<file path="src/sv/vzre_pkg.sv">
// ----------------------------------------------------------------------------
// vzre_pkg
// shared types and constants of the voxel zero run encoder
// ----------------------------------------------------------------------------
package vzre_pkg;

    localparam int CHUNK_VOXELS = 4096;
    localparam int POS_W        = $clog2(CHUNK_VOXELS);
    localparam int RUN_W        = POS_W + 1;

    // records one voxel can release, and the record queue behind them
    localparam int MAX_RECS     = 3;
    localparam int REC_CNT_W    = $clog2(MAX_RECS + 1);
    localparam int FIFO_DEPTH   = 4;
    localparam int FIFO_PTR_W   = $clog2(FIFO_DEPTH);
    localparam int FIFO_CNT_W   = $clog2(FIFO_DEPTH + 1);

    localparam logic [1:0] THRESHOLD_CAP = 2'd3;

    localparam int CFG_IDX_W = 1;
    localparam logic [CFG_IDX_W-1:0] CFG_MARKER_VALUE = 1'd0;
    localparam logic [CFG_IDX_W-1:0] CFG_MIN_RUN      = 1'd1;

    typedef enum logic [1:0] {
        KIND_LITERAL = 2'd0,
        KIND_RUN     = 2'd1,
        KIND_EMPTY   = 2'd2
    } rec_kind_t;

    typedef struct packed {
        logic [1:0]       record_kind;
        logic [7:0]       out_value;
        logic [7:0]       out_color;
        logic [RUN_W-1:0] run_length;
        logic             chunk_end;
        logic             last;
    } rec_t;

endpackage

</file>
<file path="src/sv/voxel_zero_run_encoder_top.sv">
// ----------------------------------------------------------------------------
// voxel_zero_run_encoder_top
// zero run length encoder for voxel chunks
// ----------------------------------------------------------------------------
// voxels enter on the s_ stream in chunk order, one word per voxel; records
// leave on the m_ stream. a zero voxel is held back as part of a run and
// gives no record until the run ends at a non-zero voxel or at the chunk
// boundary. one voxel releases zero to three records; m_tuser marks the last
// record of a voxel and m_tlast the last record of a chunk.
// the encode logic sits between the position/run counters and a four-word
// record queue; records are registered there and leave from its head on m_tdata.
// s_tready depends on queue fill only: a voxel is taken whenever the queue
// has room for three records, so voxels giving one record flow at one per
// cycle while m_tready stays high; voxels giving more records are slowed by the
// single output port. a stalled receiver fills the queue and then holds s_tready low.
// reset empties the queue, clears the chunk position and the held run, and
// sets marker_value to 255 and min_run to 3. the user writes the registers
// through cfg_we/cfg_index/cfg_wdata only while the block is idle; not enforced.
// ----------------------------------------------------------------------------
module voxel_zero_run_encoder_top (
    input  logic                              clk,
    input  logic                              rst_n,
    // voxel_value [7:0], voxel_color [15:8]
    input  logic [15:0]                       s_tdata,
    input  logic                              s_tvalid,
    output logic                              s_tready,
    // record_kind [1:0], out_value [9:2], out_color [17:10], run_length [30:18]
    output logic [31:0]                       m_tdata,
    output logic                              m_tuser,   // last record of the voxel
    output logic                              m_tlast,   // chunk_end
    output logic                              m_tvalid,
    input  logic                              m_tready,
    input  logic                              cfg_we,
    input  logic [vzre_pkg::CFG_IDX_W-1:0]    cfg_index,
    input  logic [7:0]                        cfg_wdata
);
    import vzre_pkg::*;

    logic [7:0]           marker_reg;
    logic [3:0]           min_run_reg;
    logic [POS_W-1:0]     pos_reg;
    logic [POS_W-1:0]     pos_next;
    logic [RUN_W-1:0]     zcount_reg;
    logic [RUN_W-1:0]     zcount_next;

    logic                 accept;
    logic [7:0]           voxel_value;
    logic [7:0]           voxel_color;
    logic                 at_end;
    logic                 is_zero;
    logic [RUN_W-1:0]     cnt_inc;
    logic [RUN_W-1:0]     flush_n;
    logic [1:0]           thresh;
    logic                 empty_chunk;
    logic                 do_flush;
    logic                 run_rec;
    logic [1:0]           zero_lits;
    rec_t                 recs [MAX_RECS];
    logic [REC_CNT_W-1:0] rec_cnt;
    logic [REC_CNT_W-1:0] push_cnt;
    logic                 room;
    rec_t                 out_rec;

    assign voxel_value = s_tdata[7:0];
    assign voxel_color = s_tdata[15:8];
    assign s_tready    = room;
    assign accept      = s_tvalid && s_tready;
    assign push_cnt    = accept ? rec_cnt : '0;

    assign at_end  = (pos_reg == POS_W'(CHUNK_VOXELS - 1));
    assign is_zero = (voxel_value == 8'd0);
    assign cnt_inc = zcount_reg + RUN_W'(1);

    always_comb
    begin
        if (min_run_reg == 4'd0)
            thresh = 2'd1;
        else if (min_run_reg > {2'b00, THRESHOLD_CAP})
            thresh = THRESHOLD_CAP;
        else
            thresh = min_run_reg[1:0];
    end

    always_comb
    begin
        rec_t blank;
        logic [REC_CNT_W-1:0] k;

        blank       = '0;
        flush_n     = is_zero ? cnt_inc : zcount_reg;
        empty_chunk = is_zero && at_end && (cnt_inc >= RUN_W'(CHUNK_VOXELS));
        do_flush    = !empty_chunk && (!is_zero || at_end) && (flush_n != '0);
        run_rec     = do_flush && (flush_n >= RUN_W'(thresh));
        // below the threshold the run is at most two voxels long
        zero_lits   = (do_flush && !run_rec) ? flush_n[1:0] : 2'd0;

        for (int i = 0; i < MAX_RECS; i++)
        begin
            recs[i] = blank;
        end
        k = '0;

        if (empty_chunk)
        begin
            recs[0].record_kind = KIND_EMPTY;
            k = REC_CNT_W'(1);
        end
        if (run_rec)
        begin
            recs[0].record_kind = KIND_RUN;
            recs[0].out_value   = marker_reg;
            recs[0].out_color   = marker_reg;
            recs[0].run_length  = flush_n;
            k = REC_CNT_W'(1);
        end
        // zero literals are all-zero records, already in place
        k = k + REC_CNT_W'(zero_lits);
        if (!is_zero)
        begin
            recs[k[1:0]].record_kind = KIND_LITERAL;
            recs[k[1:0]].out_value   = voxel_value;
            recs[k[1:0]].out_color   = voxel_color;
            k = k + REC_CNT_W'(1);
        end
        if (k != '0)
        begin
            recs[k[1:0] - 2'd1].last      = 1'b1;
            recs[k[1:0] - 2'd1].chunk_end = at_end;
        end
        rec_cnt = k;
    end

    always_comb
    begin
        pos_next    = at_end ? '0 : pos_reg + POS_W'(1);
        zcount_next = (at_end || !is_zero) ? '0 : cnt_inc;
    end

    always_ff @(posedge clk or negedge rst_n)
    begin
        if (!rst_n)
        begin
            pos_reg    <= '0;
            zcount_reg <= '0;
        end
        else if (accept)
        begin
            pos_reg    <= pos_next;
            zcount_reg <= zcount_next;
        end
    end

    always_ff @(posedge clk or negedge rst_n)
    begin
        if (!rst_n)
        begin
            marker_reg  <= 8'd255;
            min_run_reg <= 4'd3;
        end
        else if (cfg_we)
        begin
            case (cfg_index)
                CFG_MARKER_VALUE: marker_reg  <= cfg_wdata;
                CFG_MIN_RUN:      min_run_reg <= cfg_wdata[3:0];
                default:          ;
            endcase
        end
    end

    vzre_rec_fifo u_rec_fifo (
        .clk       (clk),
        .rst_n     (rst_n),
        .push_cnt  (push_cnt),
        .push_rec  (recs),
        .room      (room),
        .pop_valid (m_tvalid),
        .pop_ready (m_tready),
        .pop_rec   (out_rec)
    );

    assign m_tdata = {1'b0, out_rec.run_length, out_rec.out_color,
                      out_rec.out_value, out_rec.record_kind};
    assign m_tuser = out_rec.last;
    assign m_tlast = out_rec.chunk_end;

`ifndef ASSERT_OFF
    a_chunk_wrap: assert property (@(posedge clk) disable iff (!rst_n)
        (accept && at_end) |=> (pos_reg == '0) && (zcount_reg == '0))
        else $error("chunk boundary did not clear position and run");

    a_run_in_chunk: assert property (@(posedge clk) disable iff (!rst_n)
        zcount_reg <= RUN_W'(pos_reg))
        else $error("held run longer than chunk position");

    a_zero_holds: assert property (@(posedge clk) disable iff (!rst_n)
        (accept && is_zero && !at_end) |-> (rec_cnt == '0))
        else $error("zero voxel inside chunk released a record");

    a_rec_bound: assert property (@(posedge clk) disable iff (!rst_n)
        rec_cnt <= REC_CNT_W'(MAX_RECS))
        else $error("voxel released too many records");
`endif

endmodule

</file>
<file path="src/sv/vzre_rec_fifo.sv">
// ----------------------------------------------------------------------------
// vzre_rec_fifo
// small record queue: takes up to three records in one cycle, gives one
// ----------------------------------------------------------------------------
module vzre_rec_fifo (
    input  logic                                clk,
    input  logic                                rst_n,
    input  logic [vzre_pkg::REC_CNT_W-1:0]      push_cnt,
    input  vzre_pkg::rec_t                      push_rec [vzre_pkg::MAX_RECS],
    output logic                                room,
    output logic                                pop_valid,
    input  logic                                pop_ready,
    output vzre_pkg::rec_t                      pop_rec
);
    import vzre_pkg::*;

    rec_t                  entries_reg [FIFO_DEPTH];
    logic [FIFO_PTR_W-1:0] head_reg;
    logic [FIFO_PTR_W-1:0] head_next;
    logic [FIFO_PTR_W-1:0] tail_reg;
    logic [FIFO_PTR_W-1:0] tail_next;
    logic [FIFO_CNT_W-1:0] count_reg;
    logic [FIFO_CNT_W-1:0] count_next;
    logic [FIFO_PTR_W-1:0] wr_ptr [MAX_RECS];
    logic                  pop;

    assign pop       = pop_valid && pop_ready;
    assign pop_valid = (count_reg != '0);
    assign pop_rec   = entries_reg[head_reg];
    // room for a full burst of records from one voxel
    assign room      = (count_reg <= FIFO_CNT_W'(FIFO_DEPTH - MAX_RECS));

    always_comb
    begin
        for (int i = 0; i < MAX_RECS; i++)
        begin
            wr_ptr[i] = tail_reg + FIFO_PTR_W'(i);
        end
        tail_next  = tail_reg + FIFO_PTR_W'(push_cnt);
        head_next  = pop ? head_reg + FIFO_PTR_W'(1) : head_reg;
        count_next = count_reg + FIFO_CNT_W'(push_cnt) - FIFO_CNT_W'(pop);
    end

    always_ff @(posedge clk or negedge rst_n)
    begin
        if (!rst_n)
        begin
            head_reg  <= '0;
            tail_reg  <= '0;
            count_reg <= '0;
        end
        else
        begin
            head_reg  <= head_next;
            tail_reg  <= tail_next;
            count_reg <= count_next;
        end
    end

    always_ff @(posedge clk)
    begin
        for (int i = 0; i < MAX_RECS; i++)
        begin
            if (REC_CNT_W'(i) < push_cnt)
            begin
                entries_reg[wr_ptr[i]] <= push_rec[i];
            end
        end
    end

`ifndef ASSERT_OFF
    a_count_bound: assert property (@(posedge clk) disable iff (!rst_n)
        count_reg <= FIFO_CNT_W'(FIFO_DEPTH))
        else $error("record queue count beyond depth");

    a_push_fits: assert property (@(posedge clk) disable iff (!rst_n)
        (push_cnt != '0) |-> (FIFO_CNT_W'(push_cnt) + count_reg <= FIFO_CNT_W'(FIFO_DEPTH)))
        else $error("record queue overflow");

    a_count_track: assert property (@(posedge clk) disable iff (!rst_n)
        (push_cnt == '0 && !pop) |=> $stable(count_reg) && $stable(tail_reg))
        else $error("record queue moved without push or pop");
`endif

endmodule

</file>
<file path="config.mk">
export PLATFORM = sky130hd
export DESIGN_NAME = voxel_zero_run_encoder_top
export DESIGN_NICKNAME = d
export VERILOG_FILES = /design/src/sv/vzre_pkg.sv /design/src/sv/voxel_zero_run_encoder_top.sv /design/src/sv/vzre_rec_fifo.sv
export SDC_FILE = /design/constraint.sdc
export NUM_CORES = 1
export LEC_CHECK = 0
export ABC_AREA = 1
export ABC_CLOCK_PERIOD_IN_PS = 9000
export BUFFER_PORTS_ARGS = -buffer_cell sky130_fd_sc_hd__buf_2
export CAP_MARGIN = 15
export CORE_MARGIN = 4
export CORE_UTILIZATION = 41
export DETAILED_ROUTE_END_ITERATION = 7
export MAX_ROUTING_LAYER = met4
export PLACE_DENSITY = 0.67
export SYNTH_ARGS = -nofsm -noshare
export SYNTH_HDL_FRONTEND = slang
export SYNTH_HIERARCHICAL = 1
export SYNTH_SLANG_ARGS = --single-unit
export TNS_END_PERCENT = 1
</file>
<file path="constraint.sdc">
create_clock -name clk -period 9 [get_ports clk]
set_input_delay 1.8 -clock clk [delete_from_list [all_inputs] [get_ports clk]]
set_output_delay 1.8 -clock clk [all_outputs]
set_load 0.02 [all_outputs]
</file>
==> impl_metrics.csv <==
group,metric,value,unit
hold_path,hold-path-endpoint,"pos_reg[10]",
clock_tree,cts_num_sinks,176,
synth,synth.top_cell.area_share,33.6,%
synth,synth_area,11800,µm²
power_and_ir_drop,max-vdd-ir-drop,0.237,mV
drt,wl_per_cell,16.3,µm
timing,worstMarginPinSlew,1000,ps
critical_path,reg2reg_from,"zcount_reg[1]",
grt,use_met2,35.4,%
drt,first_pass_iters,8,
critical_path,critPathKind,"input port to register",
critical_path,cp-start-kind,"input port",
drt,wirelength,35.2,mm
critical_path,critPathCaptureType,"register",
timing,setup-tns-final,0,ps
synth,synth_common_cells,"642 x nand2_1, 190 x nand3_1, 156 x nor2_1, 146 x inv_1, 132 x edfxtp_1",
clock_tree,cts_setup_buffers,0,
timing,period_share,82.5,%
clock_tree,root_buffer,"clkbuf_16",
clock_tree,cts_tree,"yes",
synth,synth_flop_cell,"edfxtp_1",
placement,port-buffer-count,64,
placement,hpwl,23.0,mm
power_and_ir_drop,seqPwrFrac,36.8,%
clock_tree,path_clk_slew,60,ps
synth,synth_area_leader_cell,"edfxtp_1",
hold_path,min-delay-start,"pos_reg[10]",
floorplanning,num_rows,61,
floorplanning,die_area,31500,µm²
synth,synth.area.top_cells,"edfxtp_1 34%, nand2_1 20%, nand3_1 8.1%",
grt,met1_usage,31.5,%
timing,grt_setup_unrepaired,"no",
timing,min_period,7430,ps
timing,fin_skew,9.23,ps
power_and_ir_drop,power_frac_comb,36.6,%
clock_tree,clk-insertion-delay-late,440,ps
synth,yosysMostFrequentCell,"nand2_1",
floorplanning,initial_core_util,42.0,%
timing,max_freq,0.135,GHz
critical_path,rr_endpoint,"u_rec_fifo/entries_reg[3][1]",
cells_and_area,final.fill_count,2865,
timing,finalSetupViolCount,0,
synth,synth_seq_cells,176,
floorplanning,core_area,28100,µm²
drt,drtAntennaViolNets,0,
synth,yosysSeqAreaShare,43.0,%
cells_and_area,syn_to_final_growth,11.9,%
power_and_ir_drop,switching_share,40.2,%
grt,grtUsageMet3,4.67,%
synth,synth_edf_count,132,
clock_tree,cts_max_level,4,
floorplanning,die_w,178,µm
outcome,status,"complete, no violations",
critical_path,critPathLaunch,"s_tdata[7]",
cells_and_area,nets,1805,
synth,synth_cells,1681,
grt,antenna_found_initial,1,
critical_path,critPathArrivalTime,7560,ps
drt,dr_total_vias,11200,
grt,busiest_layer,"met2",
grt,grt_max_degree,69,
clock_tree,cts_buffer_depth,2,
drt,vias_per_cell,5.20,
power_and_ir_drop,intPower,1.68,mW
power_and_ir_drop,p_leak,6.32,nW
floorplanning,ioPinCount,66,
timing,slew_violations,0,
clock_tree,holdBufCountCts,0,
grt,grt_use_total,23.3,%
drt,first_iter_violations,1186,
clock_tree,cts_buffers,17,
cells_and_area,largest_reg_flops,132,
critical_path,critPathMaxFanout,42,
critical_path,worstPathRequired,9130,ps
grt,grt_pass1_wl,56.3,mm
power_and_ir_drop,p_per_area,213,nW/µm²
timing,slew_headroom,32.9,%
power_and_ir_drop,switching_power,1.13,mW
floorplanning,die_y,178,µm
clock_tree,post_cts_resized,0,
hold_path,holdPathStages,1,
synth,syn_avg_cell_area,7.02,µm²
timing,hold_viol,0,
synth,synth_warnings,6,
hold_path,hp-class,"register to register",
cells_and_area,final_util,47.0,%
power_and_ir_drop,total_power,2.82,mW
placement,gp_congestion,0.919,
power_and_ir_drop,p_clk_share,26.7,%
critical_path,r2r_cells,24,
critical_path,r2r_setup_slack,3260,ps
synth,synth-async-reset-ratio,25.0,%
cells_and_area,drive_above_1_share,10.1,%
run,drv_cap,0,
grt,grt_pass1_vias,10600,
drt,route.detailed.drc,0,
synth,synth_cell_types,44,
grt,gr-total-overflow,0,
## power by group through the flow
stage | Sequential (mW) | Combinational (mW) | Clock (mW)
after global placement | 1.05 | 1.02 | 0
after detailed placement | 1.05 | 1.03 | 0
after global routing | 1.05 | 1.14 | 0.799
after floorplan | 1.04 | 0.699 | 0
final | 1.04 | 1.03 | 0.751
after CTS | 1.04 | 1.03 | 0.764
## area by class of cell
cell class,instances,area (µm²),area share [%]
clock inverters,15,154,1.17
repair buffers,85,503,3.81
well taps,378,473,3.58
clock buffers,17,425,3.22
inverters,153,577,4.37
multi-input cells,1329,5990,45.4
flip-flops and latches,176,5080,38.5
diodes,1,2.50,0.0190
## placed cells by master (no fill, tap or decap), types with 2 or more instances in the layout
cell and n:
inv_1 144, xor2_1 6, clkinv_1 4, dfstp_2 10, o21ai_1 7, nor2_4 4
dfrtp_1 33, buf_4 19, inv_6 6, nand3_1 188, o22ai_1 11, edfxtp_1 132
xnor2_1 6, nor3_1 6, inv_2 7, nand4_1 40, mux2_2 4, clkbuf_16 17
buf_12 2, ha_1 12, nor3b_1 2, clkinv_2 2, nor2_2 11, a21oi_1 2
a21oi_4 2, nand2_1 642, or2_2 2, buf_2 64, nand2_2 8, nor2_1 156
o21ai_0 121, conb_1 76, nand3_2 9, bufinv_16 2, o21ai_2 2
## how the worst max path moves through the flow
stage                               endpoint  slack [ps]  cells after the start
6_report        u_rec_fifo/entries_reg[3][1]        1570                     24
5_1_grt         u_rec_fifo/entries_reg[3][1]        1310                     24
4_1_cts         u_rec_fifo/entries_reg[3][1]        1700                     24
3_5_place_dp    u_rec_fifo/entries_reg[3][9]        1230                     24
3_3_place_gp   u_rec_fifo/entries_reg[3][10]        1450                     24
2_1_floorplan   u_rec_fifo/entries_reg[1][0]         620                     24
## routing by layer
layer	vias up	wire length, µm	share of wire (%)
li1	5522	-	-
met1	5034	15500	44
met2	579	15600	44
met3	73	3280	9.3
met4	0	859	2.4
met5	-	0	0
## through the flow
stage	instance area (µm²)	setup WS, ps	cells	hold WS [ps]
final	13200	1570	2154	483
after global routing	13200	1310	2154	504
after CTS	13200	1700	2153	484
after detailed placement	12600	1230	2121	472
after global placement	12600	1450	2121	466
after floorplan	12100	617	1756	446
## kinds of logic (layout without fill, tap and decap cells)
kind of cell / count (synthesis) / in the layout / share of synthesized area, %
buffers and inverters: 251 / 270 / 8.94
xor gates and xnor gates: 12 / 12 / 0.891
AOI/OAI and AO/OA: 151 / 151 / 6.75
DFF: 176 / 176 / 43.0
adders and majority gates: 13 / 13 / 1.44
and+or+nand+nor: 1073 / 1073 / 38.5
other: 1 / 77 / 0.0318
muxes: 4 / 4 / 0.382
## critical path, stage by stage
cell and delay (ps):
buf_2 120, nor2_1 180, nand2_2 130, nor2_8 540
xor2_1 350, ha_1 290, inv_1 50, nand2_1 40
a21oi_1 150, nand3_2 130, o21ai_2 490, o21ai_0 230
ha_1 250, inv_1 50, nand4_1 120, nand2_2 140
inv_1 70, ha_1 290, or2_2 340, a21oi_4 180
buf_4 370, nand2_1 240, a21oi_4 680, buf_12 270
Power figures use the tool's default switching activity.
